**src/sv/clp_pkg.sv**
```systemverilog
// package for the canonical line block: shared constants
`timescale 1ns / 1ps
`default_nettype none
package clp_pkg;
   localparam int COORD_BITS_DEF = 12;
endpackage
`default_nettype wire

```
**src/sv/clp_gcd_pipe.sv**
```systemverilog
// pipelined binary gcd of two unsigned magnitudes, one step per stage
`timescale 1ns / 1ps
`default_nettype none
module clp_gcd_pipe #(
   parameter int CB = clp_pkg::COORD_BITS_DEF,
   parameter int SB = 1
) (
   input  wire logic          clock,
   input  wire logic          reset,
   input  wire logic          en,
   input  wire logic          in_valid,
   input  wire logic [CB-1:0] in_a,
   input  wire logic [CB-1:0] in_b,
   input  wire logic [SB-1:0] in_side,
   output logic               out_valid,
   output logic [CB-1:0]      out_gcd,
   output logic [SB-1:0]      out_side
);
   localparam int NSTEP = 2 * CB;
   localparam int KW = $clog2(CB + 1);

   logic [CB-1:0] a_ff [0:NSTEP];
   logic [CB-1:0] b_ff [0:NSTEP];
   logic [KW-1:0] k_ff [0:NSTEP];
   logic [SB-1:0] side_ff [0:NSTEP];
   logic          v_ff [0:NSTEP];
   logic [KW-1:0] k_in;
   logic          found;
   logic          out_valid_ff;
   logic [CB-1:0] out_gcd_ff;
   logic [SB-1:0] out_side_ff;

   // common factors of two
   always_comb begin
      k_in = '0;
      found = 1'b0;
      for (int i = 0; i < CB; i++) begin
         if (!found) begin
            if (in_a[i] | in_b[i]) begin
               found = 1'b1;
            end else begin
               k_in = KW'(k_in + 1'b1);
            end
         end
      end
   end

   always_ff @(posedge clock) begin
      if (en) begin
         a_ff[0] <= in_a >> k_in;
         b_ff[0] <= in_b >> k_in;
         k_ff[0] <= k_in;
         side_ff[0] <= in_side;
      end
   end

   always_ff @(posedge clock) begin
      if (reset) begin
         v_ff[0] <= 1'b0;
      end else if (en) begin
         v_ff[0] <= in_valid;
      end
   end

   for (genvar s = 0; s < NSTEP; s++) begin : g_step
      logic [CB-1:0] a_in;
      logic [CB-1:0] b_in;
      always_comb begin
         a_in = a_ff[s];
         b_in = b_ff[s];
         if (a_ff[s] == '0 || b_ff[s] == '0) begin
            a_in = a_ff[s];
         end else if (!a_ff[s][0]) begin
            a_in = a_ff[s] >> 1;
         end else if (!b_ff[s][0]) begin
            b_in = b_ff[s] >> 1;
         end else if (a_ff[s] >= b_ff[s]) begin
            a_in = CB'(a_ff[s] - b_ff[s]) >> 1;
         end else begin
            b_in = CB'(b_ff[s] - a_ff[s]) >> 1;
         end
      end
      always_ff @(posedge clock) begin
         if (en) begin
            a_ff[s+1] <= a_in;
            b_ff[s+1] <= b_in;
            k_ff[s+1] <= k_ff[s];
            side_ff[s+1] <= side_ff[s];
         end
      end
      always_ff @(posedge clock) begin
         if (reset) begin
            v_ff[s+1] <= 1'b0;
         end else if (en) begin
            v_ff[s+1] <= v_ff[s];
         end
      end
   end

   always_ff @(posedge clock) begin
      if (reset) begin
         out_valid_ff <= 1'b0;
      end else if (en) begin
         out_valid_ff <= v_ff[NSTEP];
      end
   end

   always_ff @(posedge clock) begin
      if (en) begin
         out_gcd_ff <= CB'((a_ff[NSTEP] | b_ff[NSTEP]) << k_ff[NSTEP]);
         out_side_ff <= side_ff[NSTEP];
      end
   end

   assign out_valid = out_valid_ff;
   assign out_gcd = out_gcd_ff;
   assign out_side = out_side_ff;
endmodule
`default_nettype wire

```
**config.mk**
```make
export PLATFORM = sky130hd
export DESIGN_NAME = clp_gcd_pipe
export DESIGN_NICKNAME = d
export VERILOG_FILES = /design/src/sv/clp_pkg.sv /design/src/sv/clp_gcd_pipe.sv
export SDC_FILE = /design/constraint.sdc
export NUM_CORES = 2
export LEC_CHECK = 0
export BUFFER_PORTS_ARGS = -buffer_cell sky130_fd_sc_hd__buf_2
export CORE_UTILIZATION = 65
export DETAILED_ROUTE_END_ITERATION = 10
export GPL_TIMING_DRIVEN = 0
export PLACE_DENSITY_LB_ADDON = 0.2
export SLEW_MARGIN = 0
export SYNTH_ARGS = -nofsm -noshare
export SYNTH_HDL_FRONTEND = slang
export SYNTH_SLANG_ARGS = --single-unit
```
**constraint.sdc**
```tcl
create_clock -name clock -period 16.45 [get_ports clock]
set_input_delay 1.645 -clock clock [delete_from_list [all_inputs] [get_ports clock]]
set_output_delay 1.645 -clock clock [all_outputs]
set_load 0.02 [all_outputs]
```
==> results.toml <==
[yosys]
synth_cells = 6844
synth-async-reset-ratio_pct = 0
synthTopCellsByCount = "edfxtp_1 (763), inv_1 (748), ha_1 (560)"
synthAdderAreaFrac_pct = 12.8
synth-edff-count = 763
syn-cell-area_mm2 = 0.0623
netlist.area_leader.share_pct = 36.8
syn_nets = 7481
yosys.area.top_type = "edfxtp_1"
synth_mux_area_share_pct = 1.37
seq_area_frac_synth_pct = 36.8
avgSynthCellArea_um2 = 9.10
ys.flop_type = "edfxtp_1"
yosys.area_share.simple_pct = 13.8
yosys-top-cells-area = "edfxtp_1 (37%), ha_1 (11%), inv_1 (4.5%)"
synth_xor_area_share_pct = 5.86
ys_types = 89
synth_top_family_by_area = "compound AO/OA/AOI/OAI gates"
synth_compound_area_share_pct = 22.8
ys_seq_elements = 764
ys.warnings.count = 0
yosys.cell_count.top_type = "edfxtp_1"

[worst_setup_path]
crit_path_max_fanout = 10
worstSetupStartpoint = "in_a[0]"
crit_path_end_kind = "flop"
worstSetupStartpointType = "input port"
crit_path_max_incr_delay_ns = 0.63
worstPathArrival_ns = 8.57
reg2reg_depth = 14
cp_slowest_cell = "a2111oi_0"
timing.critical_path.mode_cell = "ha_1"
reg2reg_from = "a_ff[2][60]$_DFFE_PP_"
ff2ff_setup_slack_ns = 11.64
cp-endpoint = "a_ff[0][1]$_DFFE_PP_"
crit_type = "in2reg"
r2r-end = "a_ff[2][80]$_DFFE_PP_"
cp.required_ns = 16.85

[cells_and_area]
area_delta_synth_final_pct = 7.54
nFillCells = 7435
design_area_mm2 = 0.0670
seq_area_mm2 = 0.0229
final_nets = 7615
multiInputGateArea_mm2 = 0.0353
n_antenna_cell = 0
drive_gt1_share_pct = 4.09
fin_cells = 8312

[sta]
worst_pin_slew_ns = 1.34
fin_skew_ns = 0.0379
slew_violations = 0
rsz0062_at_grt = "no"
setup_viol = 0
max_freq_ghz = 0.122
finalWorstSetupSlack_ns = 8.28
timing.final.crit_period_ns = 8.17
slew_headroom_pct = 10.2
setup_tns_ns = 0
hold_violations = 0
fin_crit_sh_pct = 49.7

[worst_hold_path]
min_path_type = "reg2reg"

[routing]
routed_wirelength_mm = 164
post_drt_wl_per_cell_um = 19.7
drtIter0Drc = 6529
firstDrtPassIters = 10
viasPerCell = 6.45
ant_nets = 0
num_vias = 53700
drc = 0

[cts]
clkLatencyLatePin_ns = 0.67
clock_path_buffers = 3
cts_max_level = 3
ctsHoldBuffers = 0
cts_root_buffer = "clkbuf_16"
clk_pin_slew_ns = 0.06
post_cts_buffers = 0
clock-sinks = 764
numCtsBuffers = 85
cts_tree = "yes"
cts_resized = 0

[die]
design.core.area_mm2 = 0.0949
dieArea_mm2 = 0.0970
fp.dieW_um = 311
initial_core_util_pct = 65.6
core.rowCount = 113
io_pins = 43
fp.dieH_um = 311

[global_route]
grt_usage_pct = 32.8
antenna_found_initial = 0
overflow = 0
grt_pass1_vias = 49800
grt_max_degree = 139
grt_pass1_wl_mm = 262

[placed_design]
place_inst = 8156
dpl_cell_area_mm2 = 0.0642
place_ws_ns = 7.73
numPortBuffers = 42
place_congestion = 0.961
place_hpwl_mm = 122

[flow_run]
cap_violations = 0

[run_status]
status = "completed"
[worst min-delay path by stage]
| stage | endpoint | depth (start not counted) | slack [ns] | from |
|---|---|---|---|---|
| 6_report | k_ff[2][7]$_DFFE_PP_ | 0 | 0.42 | k_ff[2][3]$_DFFE_PP_ |
| 5_1_grt | k_ff[0][13]$_DFFE_PP_ | 0 | 0.42 | k_ff[0][9]$_DFFE_PP_ |
| 3_5_place_dp | k_ff[0][21]$_DFFE_PP_ | 0 | 0.40 | k_ff[0][17]$_DFFE_PP_ |
| 4_1_cts | k_ff[0][21]$_DFFE_PP_ | 0 | 0.42 | k_ff[0][17]$_DFFE_PP_ |
| 3_3_place_gp | side_ff[10]$_DFFE_PP_ | 0 | 0.40 | side_ff[9]$_DFFE_PP_ |
| 2_1_floorplan | k_ff[0][10]$_DFFE_PP_ | 0 | 0.40 | k_ff[0][6]$_DFFE_PP_ |
[area by class of cell]
| cell class | instances | area share (%) |
|---|---|---|
| plain buffers | 314 | 1.84 |
| clock buffers | 95 | 3.36 |
| clock inverters | 61 | 0.757 |
| inverters | 757 | 4.24 |
| multi-input cells | 5009 | 52.7 |
| flip-flops and latches | 764 | 34.2 |
| well taps | 1265 | 2.36 |
| repair buffers | 47 | 0.534 |
[critical path, delay by kind of cell]
kind,cells,cell delay [ns]
AO/OA/AOI/OAI,11,2.45
adder cells (fa/ha/maj),6,1.67
buffers and inverters,4,0.76
multiplexers,1,0.34
AND/OR/NAND/NOR,8,1.69
[cells by family (layout without fill, tap and decap cells)]
kind of cell,Yosys count,in the layout
buf+inv,1071,1274
mux,84,84
fa+ha+maj,608,608
compound gates,2161,2161
flops,764,764
simple gates,1741,1741
xor+xnor,415,415
[layer usage]
metal | track usage (%) | wire, µm | up-vias
met5 | 0 | 0 | -
met4 | 10.1 | 4450 | 0
met3 | 3.61 | 12700 | 366
met2 | 53.2 | 76200 | 2459
met1 | 46.2 | 70400 | 25300
li1 | - | - | 25500
[sequential cells by signal, summed over array words and instances, names as in the netlist]
register,cells
out_side,1
b_ff,300
v_ff,25
k_ff,100
out_valid,1
side_ff,25
a_ff,300
out_gcd,12
[through the flow]
stage | utilization [%] | hold WS (ns)
after floorplan | - | 0.400
after global placement | 67.5 | 0.400
after detailed placement | 67.7 | 0.405
after CTS | 70.6 | 0.416
after global routing | 70.6 | 0.421
final | 70.6 | 0.416
[cells in the final DEF, fill, tap and decap left out, drive strengths merged, types with 92 or more instances in the layout]
cell,count
a221o,92
o21ai,400
nor2,463
edfxtp,763
xnor2,273
a21o,206
nor2b,125
nand3,136
nor3,191
clkbuf,385
a21oi,559
xor2,142
ha,560
inv,755
nand2,333
a31oi,109
o22ai,207
nor4,160
Power is not shown: default switching activity piles up to over one toggle a cycle in this logic, so the estimate is an artifact.
