**src/sv/clp_pkg.sv**
```systemverilog
// package for the canonical line block: shared constants
`timescale 1ns / 1ps
`default_nettype none
package clp_pkg;
   localparam int COORD_BITS_DEF = 12;
endpackage
`default_nettype wire

```
**src/sv/clp_div_pipe.sv**
```systemverilog
// pipelined restoring divider, two dividends over one divisor, one bit per stage
`timescale 1ns / 1ps
`default_nettype none
module clp_div_pipe #(
   parameter int CB = clp_pkg::COORD_BITS_DEF,
   parameter int SB = 1
) (
   input  wire logic          clock,
   input  wire logic          reset,
   input  wire logic          en,
   input  wire logic          in_valid,
   input  wire logic [CB-1:0] in_div,
   input  wire logic [CB-1:0] in_n0,
   input  wire logic [CB-1:0] in_n1,
   input  wire logic [SB-1:0] in_side,
   output logic               out_valid,
   output logic [CB-1:0]      out_q0,
   output logic [CB-1:0]      out_q1,
   output logic [SB-1:0]      out_side
);
   logic [CB-1:0] rem_ff [0:CB][0:1];
   logic [CB-1:0] num_ff [0:CB][0:1];
   logic [CB-1:0] quo_ff [0:CB][0:1];
   logic [CB-1:0] div_ff [0:CB];
   logic [SB-1:0] side_ff [0:CB];
   logic          v_ff [0:CB];

   always_ff @(posedge clock) begin
      if (en) begin
         rem_ff[0][0] <= '0;
         rem_ff[0][1] <= '0;
         num_ff[0][0] <= in_n0;
         num_ff[0][1] <= in_n1;
         quo_ff[0][0] <= '0;
         quo_ff[0][1] <= '0;
         div_ff[0] <= in_div;
         side_ff[0] <= in_side;
      end
   end

   always_ff @(posedge clock) begin
      if (reset) begin
         v_ff[0] <= 1'b0;
      end else if (en) begin
         v_ff[0] <= in_valid;
      end
   end

   for (genvar s = 0; s < CB; s++) begin : g_bit
      logic [CB-1:0] rem_in [0:1];
      logic [CB-1:0] quo_in [0:1];
      logic [CB:0]   trial [0:1];
      always_comb begin
         for (int l = 0; l < 2; l++) begin
            trial[l] = {rem_ff[s][l], num_ff[s][l][CB-1]};
            if (trial[l] >= {1'b0, div_ff[s]}) begin
               rem_in[l] = CB'(trial[l] - {1'b0, div_ff[s]});
               quo_in[l] = {quo_ff[s][l][CB-2:0], 1'b1};
            end else begin
               rem_in[l] = trial[l][CB-1:0];
               quo_in[l] = {quo_ff[s][l][CB-2:0], 1'b0};
            end
         end
      end
      always_ff @(posedge clock) begin
         if (en) begin
            for (int l = 0; l < 2; l++) begin
               rem_ff[s+1][l] <= rem_in[l];
               quo_ff[s+1][l] <= quo_in[l];
               num_ff[s+1][l] <= num_ff[s][l] << 1;
            end
            div_ff[s+1] <= div_ff[s];
            side_ff[s+1] <= side_ff[s];
         end
      end
      always_ff @(posedge clock) begin
         if (reset) begin
            v_ff[s+1] <= 1'b0;
         end else if (en) begin
            v_ff[s+1] <= v_ff[s];
         end
      end
   end

   assign out_valid = v_ff[CB];
   assign out_q0 = quo_ff[CB][0];
   assign out_q1 = quo_ff[CB][1];
   assign out_side = side_ff[CB];
endmodule
`default_nettype wire

```
**config.mk**
```make
export PLATFORM = sky130hd
export DESIGN_NAME = clp_div_pipe
export DESIGN_NICKNAME = d
export VERILOG_FILES = /design/src/sv/clp_pkg.sv /design/src/sv/clp_div_pipe.sv
export SDC_FILE = /design/constraint.sdc
export NUM_CORES = 1
export LEC_CHECK = 0
export ABC_AREA = 1
export BUFFER_PORTS_ARGS = -buffer_cell sky130_fd_sc_hd__buf_2
export CELL_PAD_IN_SITES_DETAIL_PLACEMENT = 0
export CELL_PAD_IN_SITES_GLOBAL_PLACEMENT = 1
export CORE_MARGIN = 5
export CORE_UTILIZATION = 25
export CTS_BUF_LIST = sky130_fd_sc_hd__clkbuf_8
export DETAILED_ROUTE_END_ITERATION = 10
export PLACE_DENSITY = 0.54
export SLEW_MARGIN = 20
export SYNTH_ARGS = -nofsm -noshare
export SYNTH_HDL_FRONTEND = slang
export SYNTH_SLANG_ARGS = --single-unit
```
**constraint.sdc**
```tcl
create_clock -name clock -period 2.4 [get_ports clock]
set_clock_uncertainty 0.15 [all_clocks]
set_input_delay 0.12 -clock clock [delete_from_list [all_inputs] [get_ports clock]]
set_output_delay 0.12 -clock clock [all_outputs]
set_load 0.005 [all_outputs]
```
==> summary.txt <==
Logic synthesis
  • Cell type contributing the most total cell area after synthesis: edfxtp_1
  • Number of nets in the synthesized netlist: 4881
  • Cell count after synthesis: 4552
  • Adder and majority cell fraction of the synthesized area: 8.86%
  • Share of Yosys cell area claimed by the top area cell type: a little over half
  • Synthesized area per cell: between 9 and 10 µm²
  • Fraction of the mapped netlist area in simple logic gates: roughly a quarter
  • Warning count from the yosys run: 0
  • Dominant combinational cell family by area after synthesis: simple AND/OR/NAND/NOR gates
  • Xor and xnor area share after synthesis: roughly 2.2%
  • Fraction of the yosys area taken by sequential cells: 52.9%
  • Number of distinct library cell variants in the gate-level netlist after synthesis: 35
  • Dominant cells by area after synthesis: edfxtp_1 53%, nand2_1 12%, ha_1 7.9%
  • Share of the synthesized area in compound gates (AO/OA/AOI/OAI): roughly 3.7%
  • Multiplexer share of the synthesized area: 0%
  • #FFs+latches synth: approximately 750
  • Post-Synthesis Cell Area: 0.0424 mm²

Timing
  • Final period demand of the worst path: approximately 2300 ps
  • Final period utilization: 96.9%
  • Hold violation total from the final report: 0
  • Achievable Freq: 0.430 GHz
  • Post-Route Hold Slack: between 100 and 150 ps
  • Setup-violating endpoint count in the final report: 0
  • Final TNS setup: 0 ps
  • Relative slew margins: 56.2%
  • Max Transition Viols Final: 0
  • Least-Margin Pin Slew: 657 ps

Power and ir drop
  • Total chip power: 53.5 mW
  • PwrDens: a little over 1000 mW/mm²
  • Max rail drop VDD: 0.000605 V
  • Leakage dissipation: 24.0 nW

Global routing
  • Number of global-route vias before repair: 31700
  • All-layer global routing usage: 12.9%
  • Antenna violations before repair: 2
  • Wire length of the first global-routing pass: 180 mm
  • Grt total ovfl: 0
  • Pin count of the biggest net entering global routing: between 80 and 90

Critical path
  • Sequence of cells on the critical path: inv_1 -> ha_1 -> inv_1 -> nor3_1 -> a21oi_4 -> nand3_2 -> buf_12 -> o21ai_1
  • Bufs and invs on worst path: 3
  • Number of gates on the worst path with buffers counted: 8
  • Biggest cell delay along the critical path: roughly 510 ps
  • Required arrival time at the worst endpoint: 2860 ps
  • Critical path endpoint category: register
  • Family of cells with the greatest summed delay on the critical path: flip-flops
  • Data arrival time of the critical path: between 2000 and 3000 ps
  • Critical Setup Path Class: register to register
  • Kind of launch point of the worst setup path: register
  • Worst-path fanout max: 16
  • Most repeated library cell on the critical path: inv_1
  • Reg2reg path depth: 8
  • Critical-path top delay cell: edfxtp_1

Placed design
  • Post-DP HPWL: 90.8 mm
  • Number of buffers added on ports: 66
  • Weighted congestion at the end of routability-driven global placement: 0.845

Floorplanning
  • Die Area: 0.178 mm²
  • Floorplan Core Area: 0.169 mm²
  • Count of standard-cell rows: 151
  • Top-level port count: 67
  • Initial core utilization: 25.1%
  • Width of the die: about 420 µm
  • Die extent in y: 422 µm

CTS
  • Clock root cell: clkbuf_8
  • Insertion delay of the later-clocked pin in the worst-skew pair: 880 ps
  • Htree depth: 4
  • TritonCTS Buffers: 149
  • Clk sink count: 746
  • Largest buffer count on any clock path: 3
  • Clock tree from TritonCTS: built
  • Clock-pin slew reported for the worst setup and hold paths after clock tree synthesis: 60 ps

Min path
  • Hold Crit Depth: 2
  • Hold WC Path Type: primary input to register

Cells and area
  • Net total in the final layout: 5503
  • Layout Area Growth over Synthesis: 22.8%
  • Share of layout cells above drive strength 1: about 16%
  • Post-route core utilization: 30.8%
  • Number of filler cells placed in the layout: 18000

Flow run
  • Number of max-cap violations: 0

Detailed routing
  • Via count: 31300
  • Routed wire length: 116 mm
  • Router iterations before antenna repair: 5
  • Avg WL per Cell: 15.5 µm
  • DRC violation total after the first TritonRoute iteration: 1617
  • Detailed-route DRC error count: 0
  • Post-detailed-route via-to-cell ratio: 4.17
  • Number of nets with antenna violations after detailed routing: 0

Status
  • Outcome: finished clean
==> cells in the final DEF, fill, tap and decap left out, types with 9 or more instances in the layout <==
master and count:
nand2_1 1325, inv_1 839, edfxtp_1 746, buf_4 356
nand3_1 294, nor2_1 260, ha_1 253, nand4_1 188
clkbuf_8 150, o21ai_0 102, a21oi_1 88, xor2_1 87
dlygate4sd3_1 79, buf_2 65, nand3_2 47, nand2_2 38
nand3b_1 37, nor3_1 34, clkinv_1 31, inv_2 28
nor2_2 26, o21ai_1 26, clkinv_2 26, buf_12 22
a21oi_4 20, xnor2_1 20, fa_1 20, o21ai_2 16
bufinv_16 12, ha_2 10, nor3_2 9
==> logic make-up (layout without fill, tap and decap cells) <==
kind of cell             after synthesis  in the layout
buffers and inverters                887           1626
other                                  0              2
adder cells (fa/ha/maj)              288            288
AO/OA/AOI/OAI                        253            253
AND/OR/NAND/NOR                     2271           2271
XOR/XNOR                             107            107
flip-flops                           746            746
==> sequential cells by signal, summed over array words and instances (netlist names) <==
signal / flops
side_ff: 13
v_ff: 13
rem_ff: 264
div_ff: 144
num_ff: 156
quo_ff: 156
==> through the flow <==
stage               std cells  worst slack [ps]  instance area (µm²)
floorplan                4552               377                42400
global placement         7141             -84.9                47900
detailed placement       7141              -106                47900
CTS                      7488              3.56                51700
global route             7511             -15.7                52000
finish                   7511              74.8                52000
==> timing repair <==
action | in CTS | in global routing
hold buffers | 79 | 0
pin swaps | 0 | 1
cloned | 0 | 0
setup endpoints to repair | 7 | 109
resized for setup | 7 | 62
buffers inserted | 0 | 21
endpoints found under the hold margin | 796 | 0
==> layer usage <==
metal	wire, µm	vias up	global-route usage (%)
met5	0	-	0
met4	3380	0	4.43
met3	4120	172	2.35
met2	56700	439	22.5
met1	52200	14400	16.2
li1	-	16300	-
==> final timing paths <==
path	slack [ps]	end	from
hold reg to reg	250	quo_ff[12][22]	quo_ff[11][21]
setup / recovery	70	rem_ff[5][17]	div_ff[2][23]
hold / removal	140	num_ff[0][58]	en
setup reg to reg	70	rem_ff[5][17]	div_ff[2][23]
==> cell usage after synthesis, drive strengths merged <==
master and instances:
o21ai 144, o211ai 1, xor2 87, or2 2, xnor2 20, fa 20, nor3 43, nand2 1364
inv 833, nor3b 1, a21oi 108, clkbuf 1, nand3b 37, nand3 345, nand4 188, edfxtp 746
nor4 1, ha 268, buf 53, nor2 290
==> final cells by class <==
class                           count  area, µm²  share of cell area [%]
Sequential cell                   746      22400                    43.0
Multi-Input combinational cell   2919      16500                    31.7
Timing Repair Buffer              525       4270                    8.20
Inverter                          833       3130                    6.01
Tap cell                         2218       2780                    5.33
Clock buffer                      150       2060                    3.97
Clock inverter                    118        912                    1.75
Antenna cell                        2       5.00                 0.00962
==> worst reg2reg max path, delay by kind of cell, from the launching register on <==
kind                     cells  cell delay (ps)
AO/OA/AOI/OAI                2              210
AND/OR/NAND/NOR              2              420
adder cells (fa/ha/maj)      1              390
flip-flops                   1              510
buffers and inverters        3              400
==> where the power goes <==
part	internal [mW]	total (mW)	switching, mW
clock	7.22	13.4	6.13
sequential	17.7	19.4	1.75
combinational	8.44	20.7	12.3
total	33.3	53.5	20.2
(Power assumes the default switching activity.)
